File: config.mk
export PLATFORM = sky130hd
export DESIGN_NAME = input_edge_state_tracker_core
export DESIGN_NICKNAME = d
export VERILOG_FILES = /design/src/sv/iest_pkg.sv /design/src/sv/iest_front.sv /design/src/sv/iest_queue.sv /design/src/sv/iest_back.sv /design/src/sv/input_edge_state_tracker_core.sv
export VERILOG_INCLUDE_DIRS = /design/src /design/src/sv
export SDC_FILE = /design/constraint.sdc
export NUM_CORES = 2
export LEC_CHECK = 0
export CORE_UTILIZATION = 29
export DETAILED_ROUTE_END_ITERATION = 8
export DONT_BUFFER_PORTS = 1
export GPL_ROUTABILITY_DRIVEN = 0
export PLACE_DENSITY = 0.48
export SLEW_MARGIN = 20
export SYNTH_ARGS = -nofsm -noshare
export SYNTH_HDL_FRONTEND = slang
export SYNTH_SLANG_ARGS = --single-unit
File: constraint.sdc
create_clock -name clk -period 18.5 [get_ports clk]
set_clock_uncertainty 0.05 [all_clocks]
set_input_delay 5.55 -clock clk [delete_from_list [all_inputs] [get_ports clk]]
set_output_delay 5.55 -clock clk [all_outputs]
set_load 0.05 [all_outputs]
File: src/sv/input_edge_state_tracker_core_assert.svh
// ----------------------------------------------------------------------------
// Assertion macros for the input edge-state tracker.
// Implication checks sampled on clk and disabled during reset.
// ----------------------------------------------------------------------------
`ifndef INPUT_EDGE_STATE_TRACKER_CORE_ASSERT_SVH
`define INPUT_EDGE_STATE_TRACKER_CORE_ASSERT_SVH

// Same-cycle implication.
`define IEST_ASSERT_IMPL(label, ante, cons) \
  label: assert property (@(posedge clk) disable iff (rst) (ante) |-> (cons)) \
    else $error("input edge-state tracker check failed");

// Next-cycle implication.
`define IEST_ASSERT_NEXT(label, ante, cons) \
  label: assert property (@(posedge clk) disable iff (rst) (ante) |=> (cons)) \
    else $error("input edge-state tracker check failed");

`endif

File: src/sv/iest_pkg.sv
// ----------------------------------------------------------------------------
// iest_pkg
// Shared types and defaults for the input edge-state tracker.
// ----------------------------------------------------------------------------
`default_nettype none

package iest_pkg;

  localparam int KEY_SLOTS_DEF        = 256;
  localparam int BUTTON_SLOTS_DEF     = 8;
  localparam int CHAR_FIFO_DEPTH_DEF  = 16;
  localparam int PRESS_FIFO_DEPTH_DEF = 16;

  typedef enum logic [3:0] {
    ACT_KEYPRESS   = 4'd0,
    ACT_KEYRELEASE = 4'd1,
    ACT_CHAR       = 4'd2,
    ACT_BTNPRESS   = 4'd3,
    ACT_BTNRELEASE = 4'd4,
    ACT_MOTION     = 4'd5,
    ACT_FRAMETICK  = 4'd6,
    ACT_QUERY      = 4'd7,
    ACT_POPCHAR    = 4'd8,
    ACT_POPBTN     = 4'd9,
    ACT_CLEARKEYS  = 4'd10,
    ACT_CLEARMOUSE = 4'd11
  } action_t;

  typedef struct packed {
    action_t            act;
    logic               key_ok;
    logic               btn_ok;
    logic [7:0]         key_code;
    logic [2:0]         button_num;
    logic               repeat_flag;
    logic [20:0]        char_code;
    logic signed [15:0] delta_x;
    logic signed [15:0] delta_y;
    logic signed [15:0] delta_z;
    logic signed [31:0] wheel_abs;
  } item_t;

  typedef struct packed {
    logic sweeping;
    logic executing;
  } back_status_t;

endpackage

`default_nettype wire

File: src/sv/iest_front.sv
// ----------------------------------------------------------------------------
// iest_front
// Accepts requests, decodes the action and checks the slot indices.
// ----------------------------------------------------------------------------
`default_nettype none

module iest_front import iest_pkg::*; #(
  parameter int KEY_SLOTS    = KEY_SLOTS_DEF,
  parameter int BUTTON_SLOTS = BUTTON_SLOTS_DEF
) (
  input  logic               in_valid,
  output logic               in_stall,
  input  logic [3:0]         action,
  input  logic [7:0]         key_code,
  input  logic [2:0]         button_num,
  input  logic               repeat_flag,
  input  logic [20:0]        char_code,
  input  logic signed [15:0] delta_x,
  input  logic signed [15:0] delta_y,
  input  logic signed [15:0] delta_z,
  input  logic signed [31:0] wheel_abs,
  input  logic               q_full,
  output logic               q_push,
  output item_t              q_item
);

  assign in_stall = q_full;
  assign q_push   = in_valid && !q_full;

  always_comb begin
    q_item = '0;
    priority if (action > ACT_CLEARMOUSE) begin
      q_item.act = ACT_QUERY;
    end else begin
      q_item.act = action_t'(action);
    end
    q_item.key_ok      = (key_code != 8'd0) && (11'(key_code) < 11'(KEY_SLOTS));
    q_item.btn_ok      = (button_num != 3'd0) && (6'(button_num) < 6'(BUTTON_SLOTS));
    q_item.key_code    = key_code;
    q_item.button_num  = button_num;
    q_item.repeat_flag = repeat_flag;
    q_item.char_code   = char_code;
    q_item.delta_x     = delta_x;
    q_item.delta_y     = delta_y;
    q_item.delta_z     = delta_z;
    q_item.wheel_abs   = wheel_abs;
  end

endmodule

`default_nettype wire

File: src/sv/iest_queue.sv
// ----------------------------------------------------------------------------
// iest_queue
// Two-entry queue of decoded requests between the front and back parts.
// ----------------------------------------------------------------------------
`default_nettype none

module iest_queue import iest_pkg::*; (
  input  logic  clk,
  input  logic  rst,
  input  logic  push,
  input  item_t push_item,
  output logic  full,
  input  logic  pop,
  output logic  head_valid,
  output item_t head_item
);

  item_t      entry [2];
  logic       wr_ptr;
  logic       rd_ptr;
  logic [1:0] cnt;

  assign full       = (cnt == 2'd2);
  assign head_valid = (cnt != 2'd0);
  assign head_item  = entry[rd_ptr];

  always_ff @(posedge clk) begin
    if (push) begin
      entry[wr_ptr] <= push_item;
    end
    if (rst) begin
      wr_ptr <= 1'b0;
      rd_ptr <= 1'b0;
      cnt    <= 2'd0;
    end else begin
      if (push) begin
        wr_ptr <= ~wr_ptr;
      end
      if (pop) begin
        rd_ptr <= ~rd_ptr;
      end
      cnt <= cnt + 2'(push) - 2'(pop);
    end
  end

endmodule

`default_nettype wire

File: src/sv/iest_back.sv
// ----------------------------------------------------------------------------
// iest_back
// Carries out decoded requests: key and button slots, the two FIFOs,
// motion accumulation and the key slot sweep.
// ----------------------------------------------------------------------------
`default_nettype none

module iest_back import iest_pkg::*; #(
  parameter int KEY_SLOTS        = KEY_SLOTS_DEF,
  parameter int BUTTON_SLOTS     = BUTTON_SLOTS_DEF,
  parameter int CHAR_FIFO_DEPTH  = CHAR_FIFO_DEPTH_DEF,
  parameter int PRESS_FIFO_DEPTH = PRESS_FIFO_DEPTH_DEF
) (
  input  logic               clk,
  input  logic               rst,
  input  logic               q_valid,
  input  item_t              q_item,
  output logic               q_pop,
  output back_status_t       status,
  output logic               out_valid,
  input  logic               out_stall,
  output logic               key_is_down,
  output logic               key_pressed,
  output logic               key_released,
  output logic               button_is_down,
  output logic               button_pressed,
  output logic               button_released,
  output logic [20:0]        popped_value,
  output logic signed [31:0] move_x,
  output logic signed [31:0] move_y,
  output logic signed [31:0] move_z,
  output logic signed [31:0] wheel_pos
);

  localparam int KW  = $clog2(KEY_SLOTS);
  localparam int BW  = $clog2(BUTTON_SLOTS);
  localparam int CIW = (CHAR_FIFO_DEPTH > 1) ? $clog2(CHAR_FIFO_DEPTH) : 1;
  localparam int PIW = (PRESS_FIFO_DEPTH > 1) ? $clog2(PRESS_FIFO_DEPTH) : 1;
  localparam int CCW = $clog2(CHAR_FIFO_DEPTH + 1);
  localparam int PCW = $clog2(PRESS_FIFO_DEPTH + 1);

  typedef enum logic [2:0] {
    ST_IDLE  = 3'b001,
    ST_EXEC  = 3'b010,
    ST_SWEEP = 3'b100
  } state_t;

  state_t      state;
  item_t       cur;
  logic [KW-1:0] sweep_idx;
  logic        sweep_clr_down;
  logic [1:0]  ignore_flags;

  logic        key_down_mem [KEY_SLOTS];
  logic        key_chg_mem  [KEY_SLOTS];
  logic        rd_down;
  logic        rd_chg;

  logic [BUTTON_SLOTS-1:0] btn_down;
  logic [BUTTON_SLOTS-1:0] btn_chg;

  logic [20:0]    char_mem [CHAR_FIFO_DEPTH];
  logic [CIW-1:0] char_head;
  logic [CCW-1:0] char_count;
  logic [20:0]    rd_char;
  logic [2:0]     press_mem [PRESS_FIFO_DEPTH];
  logic [PIW-1:0] press_head;
  logic [PCW-1:0] press_count;
  logic [2:0]     rd_press;

  logic signed [31:0] mx, my, mz, wheel_reg;

  logic [KW+7:0] q_kext, c_kext;
  logic [KW-1:0] q_kaddr, c_kaddr;
  logic [BW+2:0] c_bext;
  logic [BW-1:0] c_bidx;

  logic exec_go;
  logic kevt, want_k, ktog, kd, kc;
  logic bevt, want_b, bcur_d, bcur_c, btog, bd, bc;
  logic kd_we, kc_we, kd_wdata, kc_wdata;
  logic [KW-1:0] kw_addr;

  logic           char_push, char_pop, press_push, press_pop;
  logic [CIW:0]   char_sum;
  logic [CIW-1:0] char_tail;
  logic [PIW:0]   press_sum;
  logic [PIW-1:0] press_tail;
  logic [20:0]    popped;
  logic signed [31:0] mx_next, my_next, mz_next, wheel_next;

  assign q_kext  = (KW + 8)'(q_item.key_code);
  assign q_kaddr = q_kext[KW-1:0];
  assign c_kext  = (KW + 8)'(cur.key_code);
  assign c_kaddr = c_kext[KW-1:0];
  assign c_bext  = (BW + 3)'(cur.button_num);
  assign c_bidx  = c_bext[BW-1:0];

  assign q_pop   = (state == ST_IDLE) && q_valid;
  assign exec_go = (state == ST_EXEC) && (!out_valid || !out_stall);
  assign status.sweeping  = (state == ST_SWEEP);
  assign status.executing = (state == ST_EXEC);

  always_comb begin
    want_k = (cur.act == ACT_KEYPRESS);
    kevt   = ((cur.act == ACT_KEYPRESS) || (cur.act == ACT_KEYRELEASE)) &&
             !ignore_flags[0] && cur.key_ok;
    ktog   = kevt && (rd_down != want_k);
    kd     = ktog ? want_k : rd_down;
    kc     = ktog ? 1'b1 : rd_chg;
    if (cur.act == ACT_FRAMETICK) begin
      kc = 1'b0;
    end
    if (cur.act == ACT_CLEARKEYS) begin
      kd = 1'b0;
      kc = 1'b0;
    end
    if (!cur.key_ok) begin
      kd = 1'b0;
      kc = 1'b0;
    end

    want_b = (cur.act == ACT_BTNPRESS);
    bevt   = ((cur.act == ACT_BTNPRESS) || (cur.act == ACT_BTNRELEASE)) &&
             !ignore_flags[1] && cur.btn_ok;
    bcur_d = btn_down[c_bidx];
    bcur_c = btn_chg[c_bidx];
    btog   = bevt && (bcur_d != want_b);
    bd     = btog ? want_b : bcur_d;
    bc     = btog ? 1'b1 : bcur_c;
    if (cur.act == ACT_FRAMETICK) begin
      bc = 1'b0;
    end
    if (cur.act == ACT_CLEARMOUSE) begin
      bd = 1'b0;
      bc = 1'b0;
    end
    if (!cur.btn_ok) begin
      bd = 1'b0;
      bc = 1'b0;
    end
  end

  always_comb begin
    if (state == ST_SWEEP) begin
      kw_addr  = sweep_idx;
      kd_we    = sweep_clr_down;
      kc_we    = 1'b1;
      kd_wdata = 1'b0;
      kc_wdata = 1'b0;
    end else begin
      kw_addr  = c_kaddr;
      kd_we    = exec_go && ktog;
      kc_we    = exec_go && ktog;
      kd_wdata = want_k;
      kc_wdata = 1'b1;
    end
  end

  always_ff @(posedge clk) begin
    if (kd_we) begin
      key_down_mem[kw_addr] <= kd_wdata;
    end
    if (kc_we) begin
      key_chg_mem[kw_addr] <= kc_wdata;
    end
    if (q_pop) begin
      rd_down <= key_down_mem[q_kaddr];
      rd_chg  <= key_chg_mem[q_kaddr];
    end
  end

  always_comb begin
    char_push  = exec_go && (cur.act == ACT_CHAR) && !ignore_flags[0] &&
                 !cur.repeat_flag && (char_count < CCW'(CHAR_FIFO_DEPTH));
    char_pop   = exec_go && (cur.act == ACT_POPCHAR) && (char_count != '0);
    press_push = exec_go && bevt && want_b &&
                 (press_count < PCW'(PRESS_FIFO_DEPTH));
    press_pop  = exec_go && (cur.act == ACT_POPBTN) && (press_count != '0);
    char_sum   = {1'b0, char_head} + (CIW + 1)'(char_count);
    if (char_sum >= (CIW + 1)'(CHAR_FIFO_DEPTH)) begin
      char_sum = char_sum - (CIW + 1)'(CHAR_FIFO_DEPTH);
    end
    char_tail  = char_sum[CIW-1:0];
    press_sum  = {1'b0, press_head} + (PIW + 1)'(press_count);
    if (press_sum >= (PIW + 1)'(PRESS_FIFO_DEPTH)) begin
      press_sum = press_sum - (PIW + 1)'(PRESS_FIFO_DEPTH);
    end
    press_tail = press_sum[PIW-1:0];
    popped = '0;
    if (char_pop) begin
      popped = rd_char;
    end
    if (press_pop) begin
      popped = 21'(rd_press);
    end
  end

  always_ff @(posedge clk) begin
    if (char_push) begin
      char_mem[char_tail] <= cur.char_code;
    end
    if (press_push) begin
      press_mem[press_tail] <= cur.button_num;
    end
    if (q_pop) begin
      rd_char  <= char_mem[char_head];
      rd_press <= press_mem[press_head];
    end
  end

  always_comb begin
    mx_next    = mx;
    my_next    = my;
    mz_next    = mz;
    wheel_next = wheel_reg;
    if (cur.act == ACT_MOTION) begin
      mx_next    = mx + {{16{cur.delta_x[15]}}, cur.delta_x};
      my_next    = my + {{16{cur.delta_y[15]}}, cur.delta_y};
      mz_next    = mz + {{16{cur.delta_z[15]}}, cur.delta_z};
      wheel_next = cur.wheel_abs;
    end
    if (cur.act == ACT_FRAMETICK) begin
      mx_next = '0;
      my_next = '0;
      mz_next = '0;
    end
  end

  always_ff @(posedge clk) begin
    if (q_pop) begin
      cur <= q_item;
    end
    if (exec_go) begin
      key_is_down     <= kd;
      key_pressed     <= kd && kc;
      key_released    <= !kd && kc;
      button_is_down  <= bd;
      button_pressed  <= bd && bc;
      button_released <= !bd && bc;
      popped_value    <= popped;
      move_x          <= mx_next;
      move_y          <= my_next;
      move_z          <= mz_next;
      wheel_pos       <= wheel_next;
    end
    if (rst) begin
      state          <= ST_SWEEP;
      sweep_idx      <= '0;
      sweep_clr_down <= 1'b1;
      ignore_flags   <= 2'b00;
      btn_down       <= '0;
      btn_chg        <= '0;
      char_head      <= '0;
      char_count     <= '0;
      press_head     <= '0;
      press_count    <= '0;
      mx             <= '0;
      my             <= '0;
      mz             <= '0;
      wheel_reg      <= '0;
      out_valid      <= 1'b0;
    end else begin
      if (out_valid && !out_stall && !exec_go) begin
        out_valid <= 1'b0;
      end
      unique case (state)
        ST_IDLE: begin
          if (q_valid) begin
            state <= ST_EXEC;
          end
        end
        ST_EXEC: begin
          if (exec_go) begin
            out_valid <= 1'b1;
            mx        <= mx_next;
            my        <= my_next;
            mz        <= mz_next;
            wheel_reg <= wheel_next;
            if (btog) begin
              btn_down[c_bidx] <= want_b;
              btn_chg[c_bidx]  <= 1'b1;
            end
            if (char_push) begin
              char_count <= char_count + 1'b1;
            end
            if (char_pop) begin
              char_head  <= (char_head == CIW'(CHAR_FIFO_DEPTH - 1)) ? '0 :
                            char_head + 1'b1;
              char_count <= char_count - 1'b1;
            end
            if (press_push) begin
              press_count <= press_count + 1'b1;
            end
            if (press_pop) begin
              press_head  <= (press_head == PIW'(PRESS_FIFO_DEPTH - 1)) ? '0 :
                             press_head + 1'b1;
              press_count <= press_count - 1'b1;
            end
            unique case (cur.act)
              ACT_FRAMETICK: begin
                btn_chg        <= '0;
                ignore_flags   <= 2'b00;
                sweep_idx      <= '0;
                sweep_clr_down <= 1'b0;
                state          <= ST_SWEEP;
              end
              ACT_CLEARKEYS: begin
                char_head       <= '0;
                char_count      <= '0;
                ignore_flags[0] <= 1'b1;
                sweep_idx       <= '0;
                sweep_clr_down  <= 1'b1;
                state           <= ST_SWEEP;
              end
              ACT_CLEARMOUSE: begin
                btn_down        <= '0;
                btn_chg         <= '0;
                press_head      <= '0;
                press_count     <= '0;
                ignore_flags[1] <= 1'b1;
                state           <= ST_IDLE;
              end
              default: begin
                state <= ST_IDLE;
              end
            endcase
          end
        end
        ST_SWEEP: begin
          if (sweep_idx == KW'(KEY_SLOTS - 1)) begin
            state <= ST_IDLE;
          end else begin
            sweep_idx <= sweep_idx + 1'b1;
          end
        end
        default: begin
          state <= ST_IDLE;
        end
      endcase
    end
  end

endmodule

`default_nettype wire

File: src/sv/input_edge_state_tracker_core.sv
// ----------------------------------------------------------------------------
// input_edge_state_tracker_core
// Edge-state latch for keys and mouse buttons with per-frame clearing,
// character and button-press FIFOs and motion accumulation.
//
//   Channel   Handshake            Payload
//   input     in_valid / in_stall  action, key_code, button_num, repeat_flag,
//                                  char_code, delta_x, delta_y, delta_z,
//                                  wheel_abs
//   output    out_valid/out_stall  key and button flags, popped_value,
//                                  move_x, move_y, move_z, wheel_pos
//
// In the execution unit a request is taken from the queue while the key slot
// and FIFO memories are read; it then updates state and loads the result
// register once that register is empty or not stalled. A frame tick or key
// clear then sweeps all KEY_SLOTS entries of the key slot memory, one entry a
// cycle. After reset a clearing pass over the key slots runs; up to two requests
// are queued meanwhile. A stalled result holds the execution unit; the queue
// then fills and stalls the input.
// ----------------------------------------------------------------------------
`default_nettype none

`include "input_edge_state_tracker_core_assert.svh"

module input_edge_state_tracker_core import iest_pkg::*; #(
  parameter int KEY_SLOTS        = KEY_SLOTS_DEF,
  parameter int BUTTON_SLOTS     = BUTTON_SLOTS_DEF,
  parameter int CHAR_FIFO_DEPTH  = CHAR_FIFO_DEPTH_DEF,
  parameter int PRESS_FIFO_DEPTH = PRESS_FIFO_DEPTH_DEF
) (
  input  logic               clk,
  input  logic               rst,
  input  logic               in_valid,
  output logic               in_stall,
  input  logic [3:0]         action,
  input  logic [7:0]         key_code,
  input  logic [2:0]         button_num,
  input  logic               repeat_flag,
  input  logic [20:0]        char_code,
  input  logic signed [15:0] delta_x,
  input  logic signed [15:0] delta_y,
  input  logic signed [15:0] delta_z,
  input  logic signed [31:0] wheel_abs,
  output logic               out_valid,
  input  logic               out_stall,
  output logic               key_is_down,
  output logic               key_pressed,
  output logic               key_released,
  output logic               button_is_down,
  output logic               button_pressed,
  output logic               button_released,
  output logic [20:0]        popped_value,
  output logic signed [31:0] move_x,
  output logic signed [31:0] move_y,
  output logic signed [31:0] move_z,
  output logic signed [31:0] wheel_pos
);

  logic         q_push;
  logic         q_full;
  logic         q_pop;
  logic         q_valid;
  item_t        push_item;
  item_t        head_item;
  back_status_t st;

  iest_front #(
    .KEY_SLOTS    (KEY_SLOTS),
    .BUTTON_SLOTS (BUTTON_SLOTS)
  ) u_front (
    .in_valid    (in_valid),
    .in_stall    (in_stall),
    .action      (action),
    .key_code    (key_code),
    .button_num  (button_num),
    .repeat_flag (repeat_flag),
    .char_code   (char_code),
    .delta_x     (delta_x),
    .delta_y     (delta_y),
    .delta_z     (delta_z),
    .wheel_abs   (wheel_abs),
    .q_full      (q_full),
    .q_push      (q_push),
    .q_item      (push_item)
  );

  iest_queue u_queue (
    .clk        (clk),
    .rst        (rst),
    .push       (q_push),
    .push_item  (push_item),
    .full       (q_full),
    .pop        (q_pop),
    .head_valid (q_valid),
    .head_item  (head_item)
  );

  iest_back #(
    .KEY_SLOTS        (KEY_SLOTS),
    .BUTTON_SLOTS     (BUTTON_SLOTS),
    .CHAR_FIFO_DEPTH  (CHAR_FIFO_DEPTH),
    .PRESS_FIFO_DEPTH (PRESS_FIFO_DEPTH)
  ) u_back (
    .clk             (clk),
    .rst             (rst),
    .q_valid         (q_valid),
    .q_item          (head_item),
    .q_pop           (q_pop),
    .status          (st),
    .out_valid       (out_valid),
    .out_stall       (out_stall),
    .key_is_down     (key_is_down),
    .key_pressed     (key_pressed),
    .key_released    (key_released),
    .button_is_down  (button_is_down),
    .button_pressed  (button_pressed),
    .button_released (button_released),
    .popped_value    (popped_value),
    .move_x          (move_x),
    .move_y          (move_y),
    .move_z          (move_z),
    .wheel_pos       (wheel_pos)
  );

  `IEST_ASSERT_IMPL(a_no_take_in_sweep, st.sweeping, !q_pop)
  `IEST_ASSERT_NEXT(a_take_then_exec, q_pop, st.executing && !q_pop)
  `IEST_ASSERT_IMPL(a_reset_starts_sweep, $fell(rst), st.sweeping)

endmodule

`default_nettype wire
# == Word-level counts from Yosys, hierarchy flattened ==
# Memories as Yosys holds them, arrays and structs flattened. A register that Yosys moved wholly into a read port is not among the register bits.
# Cells that the tools add are included.
# classes
n_mux,80
magnitude_cmp,7
eq_ne,24
n_reduce_logical,69
add_sub_neg,16
bitwise,4
# ops
op,n
$mux 32,7
$add 32x32->32,3
$mux 8,8
$mux 1,36
$mux 4,9
$mux 5,6
$logic_and 1x1->1,28
$reduce_and 3->1,9
$eq 4x4->1 const B,6
$mux 3,6
$pmux 8 s2,1
$reduce_bool 2->1,8
$eq 4x3->1 const B,3
$add 4x5->5,2
$add 5x1->5 const B,2
$ge 5x5->1 const B,2
$lt 5x5->1 const B,2
$reduce_bool 5->1,2
$sub 5x1->5 const B,2
$logic_not 1->1,9
$pmux 3 s3,1
$reduce_bool 3->1,3
$add 4x1->4 const B,2
$add 8x1->8 const B,1
other kinds (28),42
# totals
reg_bits,455
elab_cells,247
mem_bits_rw,1134
memories,5
input_bits,121
output_inout_bits,157
# memory_table
memory,depth,width,rd,rd_ports_with_merged_regs,write_ports,line,rtl
u_back.char_mem,16,21,1,1,1,iest_back.sv:62,logic [20:0] char_mem [CHAR_FIFO_DEPTH];
u_back.key_chg_mem,256,1,1,1,1,iest_back.sv:55,logic key_chg_mem [KEY_SLOTS];
u_back.key_down_mem,256,1,1,1,1,iest_back.sv:54,logic key_down_mem [KEY_SLOTS];
u_queue.entry,2,119,1,1,1,iest_queue.sv:18,item_t entry [2];
u_back.press_mem,16,3,1,1,1,iest_back.sv:66,logic [2:0] press_mem [PRESS_FIFO_DEPTH];

# == Logic depth before layout (Yosys ltp) ==
# logic_depth
ltp_word,10
depth_mapped,14
mapped_depth_nobuf,12

# == By module ==
# From an unflattened synthesis, not the netlist that was laid out.
# hier_totals
cells_unflattened,4730
area_unflattened_um2,69115.0
# modules_own_cells
module,cells_each,seq_area_each_um2,area_per_inst_um2,n_inst
iest_back,4216,39457.8,59325.6,1
iest_queue,391,7247.0,8879.8,1
iest_front,123,0.0,909.6,1

# == Worst setup path before layout ==
# Ideal clock, no wire load.
# synth_path
kind,register -> register
startpoint,reg u_back.state[0]
endpoint,mem u_back.key_down_mem[0] (data pin)
synth_period_minus_slack_ns,18.468
path_slack_ns,0.032
t_arrival_ns,15.407
t_required_ns,15.438
setup_time_ns,3.012
path_buffers,2
stages_incl_launch_ff,6
path_cell_list,dfxtp_1 -> nor2_1 -> and2_1 -> clkbuf_1 -> clkbuf_1 -> nor4b_1
# synth_between
elab_chain_len,2
# synth_rtl
element,line,rtl
"start, declared",iest_back.sv:48,state_t state;
"start signal, assigned",iest_back.sv:248,state <= ST_SWEEP;
"start signal, assigned",iest_back.sv:270,state <= ST_EXEC;
"start signal, assigned",iest_back.sv:306,state <= ST_SWEEP;
$eq 3x3->1,-,
$mux 1,iest_back.sv:145,if (state == ST_SWEEP) begin
net u_back.kd_wdata,iest_back.sv:81,"logic kd_we, kc_we, kd_wdata, kc_wdata;"
"end, declared",iest_back.sv:54,
# The timed path passes the listed nets, and every way through them passes these cells.

# == Worst setup path after layout ==
# layout_path
startpoint,in out_stall
endpoint,reg u_back.my[28]
# layout_between
elab_chain_len,4
# layout_rtl
element,line,rtl
"start, declared",input_edge_state_tracker_core.sv:45,"input logic out_stall,"
$logic_not 1->1,iest_back.sv:100,assign exec_go = (state == ST_EXEC) && (!out_valid || !out_stall);
$logic_or 1x1->1,iest_back.sv:100,
$logic_and 1x1->1,iest_back.sv:100,
$reduce_and 2->1 (no source line),-,
"end signal, assigned",iest_back.sv:277,my <= my_next;
"end, declared",iest_back.sv:71,"logic signed [31:0] mx, my, mz, wheel_reg;"
# No other way between the ends.
# A chain may end at the register's enable or synchronous reset.

==> impl_metrics.tcl <==
set metrics [dict create \
    cts_resized 0 \
    synth_cell_type_count 81 \
    first_iter_violations 3384 \
    finalCritPeriodShare_pct 44.58 \
    ys.flop_type "edfxtp_1" \
    post-place-cells 8180 \
    numCtsBuffers 174 \
    worst_ep_arrival_time_ns 8.94 \
    antenna_found_initial 19 \
    postCtsSetupRepairBufs 0 \
    power.total_mw 7.566 \
    synth_edf_count 1434 \
    clock_latency_ns 0.81 \
    area_growth_pct 13.06 \
    rsz0062_at_grt "no" \
    io_pins 278 \
    syn_inst 5257 \
    critical_path.cell_chain "nand2_1 > nand2_4 > inv_8 > buf_4 > buf_4 > buf_4 > nor2_1 > nor2_1 > o21a_1" \
    cp_num_buf_inv 4 \
    fmax_mhz 121.3 \
    critical-path-top-delay-family "buffers and inverters" \
    grt_pass1_vias 41240 \
    top_register "u_back.char_mem" \
    setup_violations 0 \
    synth_top_cell_by_area "edfxtp_1" \
    initial_core_util_pct 29.22 \
    nets 5444 \
    final_util_pct 33.04 \
    cts_max_level 4 \
    cp-start-kind "input port" \
    first_pass_iters 6 \
    std_cell_rows 178 \
    power_density_mw_per_mm2 97.28 \
    cpMostUsedCell "buf_4" \
    via_per_inst 4.946 \
    fp.dieW_um 489.0 \
    yosysTopAreaCellShare_pct 62.60 \
    synthTopCellsByArea "edfxtp_1 (63%), dfxtp_1 (5.3%), mux4_2 (4.6%)" \
    hpwlAfterDp_um 113800 \
    maxCapViolCount 0 \
    tritoncts "yes" \
    grt_max_degree 257 \
    yosys_warnings 0 \
    setup_tns_ns 0 \
    max_stage_delay_ns 0.78 \
    slowest_stage "buf_4" \
    largest_registers "u_back.char_mem x336, u_back.key_chg_mem x256, u_back.key_down_mem x256" \
    overflow 0 \
    path_clk_slew_ns 0.06 \
    async_flop_share_pct 0 \
    wire_per_inst_um 22.43 \
    grt_pass1_wl_um 280600 \
    hold_class "reg2reg" \
    synthesis.nets 5495 \
    drc 0 \
    tightest_slew_ns 1.477 \
    clockBufferDepth 3 \
    hold_slack_ns 0.4222 \
    crit_fanout 71 \
    slew_headroom_pct 1.532 \
    ir_worst_vdd_mv 0.09643 \
    maxSlewViolCount 0 \
    cts_hold_buf 0 \
    synthTopCellsByCount "edfxtp_1 (1434), nand2_1 (812), nor2_1 (757), a21oi_1 (328), clkbuf_1 (232)" \
    path_class "in2reg" \
    ys_ff_latch 1616 \
    largest_register_ffs 336 \
    hold_violations 0 \
    final-instance-count-excl-fill 8512 \
    endpoint_kind "flip-flop" \
    synth_seq_area_share_pct 67.90 \
    core_area_sq_mm 0.2354 \
    synth.most_common_cell "edfxtp_1" \
    outcome "complete, no violations" \
    ant_nets 0 \
    port_buffers 0 \
    avgSynthCellArea_sq_um 13.09 \
    grtUsageTotal_pct 15.75 \
    syn_area_sq_mm 0.06879 \
    root_buffer "clkbuf_16" \
    power.leakage_nw 25.75 \
    die_area_sq_mm 0.2392 \
    fin_crit_ns 8.247 \
    required_ns 19.19 \
    clock_sinks 1616 \
    die_h_um 489.0 \
    routed_wl_um 190900 \
    drive_above_1_share_pct 11.95 \
    vias 42100 \
]
## where the power goes
group	internal [mW]	total, mW	switching (mW)
Clock	1.87	3.34	1.47
Combinational	0.0625	0.238	0.175
Sequential	3.98	3.99	0.0111
## cell usage in the layout, fill, tap and decap left out, types with 67 or more instances in the layout
| master | synthesis | layout |
|---|---|---|
| a21oi_1 | 328 | 328 |
| nand3_1 | 118 | 118 |
| o21ai_0 | 78 | 77 |
| a21o_1 | 67 | 67 |
| buf_4 | 12 | 79 |
| mux2_2 | 111 | 111 |
| nand2_1 | 812 | 807 |
| nor3_1 | 88 | 88 |
| ha_1 | 110 | 110 |
| edfxtp_1 | 1434 | 1434 |
| clkbuf_16 | 0 | 177 |
| mux4_2 | 140 | 140 |
| nor2_1 | 757 | 737 |
| dfxtp_1 | 182 | 178 |
## metrics by stage
step,instance area [sq um],worst slack [ns]
floorplan,68790,0.03169
global placement,72330,9.354
detailed placement,72330,9.355
CTS,77730,10.23
global route,77770,9.968
finish,77770,10.25
## logic make-up (layout without fill, tap and decap cells)
| logic type | count (synthesis) | after routing | synth area share [%] |
|---|---|---|---|
| flops | 1616 | 1616 | 67.90 |
| fa+ha+maj | 117 | 117 | 2.205 |
| xor+xnor | 107 | 107 | 1.362 |
| compound gates | 769 | 769 | 7.137 |
| mux | 307 | 307 | 7.239 |
| other cells | 0 | 8 | 0 |
| simple gates | 1992 | 1992 | 12.12 |
| buf+inv | 349 | 446 | 2.041 |
## path summary, 6_finish.rpt
path / from / end / slack [ns] / cells past startpoint
worst min-delay path: u_back.btn_chg[1] / u_back.btn_chg[1] / 0.42 / 2
worst max register to register: flip-flop / u_back.rd_chg / 13.32 / 9
worst max-delay path: out_stall / u_back.my[28] / 10.25 / 9
worst min register to register: u_back.btn_chg[1] / u_back.btn_chg[1] / 0.42 / 2
## worst min-delay path: cells and delay by family, from the launching register on
| kind | cells | cell delay [ns] |
|---|---|---|
| flip-flops | 1 | 0.32 |
| AND/OR/NAND/NOR | 1 | 0.07 |
| AO/OA/AOI/OAI | 1 | 0.05 |
## final cells by class
cell class / instances / area [sq um]
Fill cell: 23130 / 157600
Tap cell: 3150 / 3941
Antenna cell: 8 / 20.02
Clock buffer: 238 / 4748
Clock inverter: 86 / 644.4
Timing Repair Buffer: 82 / 653.1
Multi-Input combinational cell: 3292 / 20880
Sequential cell: 1616 / 46720
Inverter: 40 / 172.7
## metal layers
metal | track usage, % | up-vias | share of wire (%) | wire length [um]
met4 | 3.958 | 14 | 2.0 | 3870
met3 | 3.433 | 244 | 6.3 | 12090
met2 | 25.80 | 1054 | 47 | 90650
met1 | 21.03 | 21480 | 44 | 84190
li1 | - | 19310 | - | -
met5 | 0 | - | 0.054 | 104
Power figures use the tool's default switching activity.
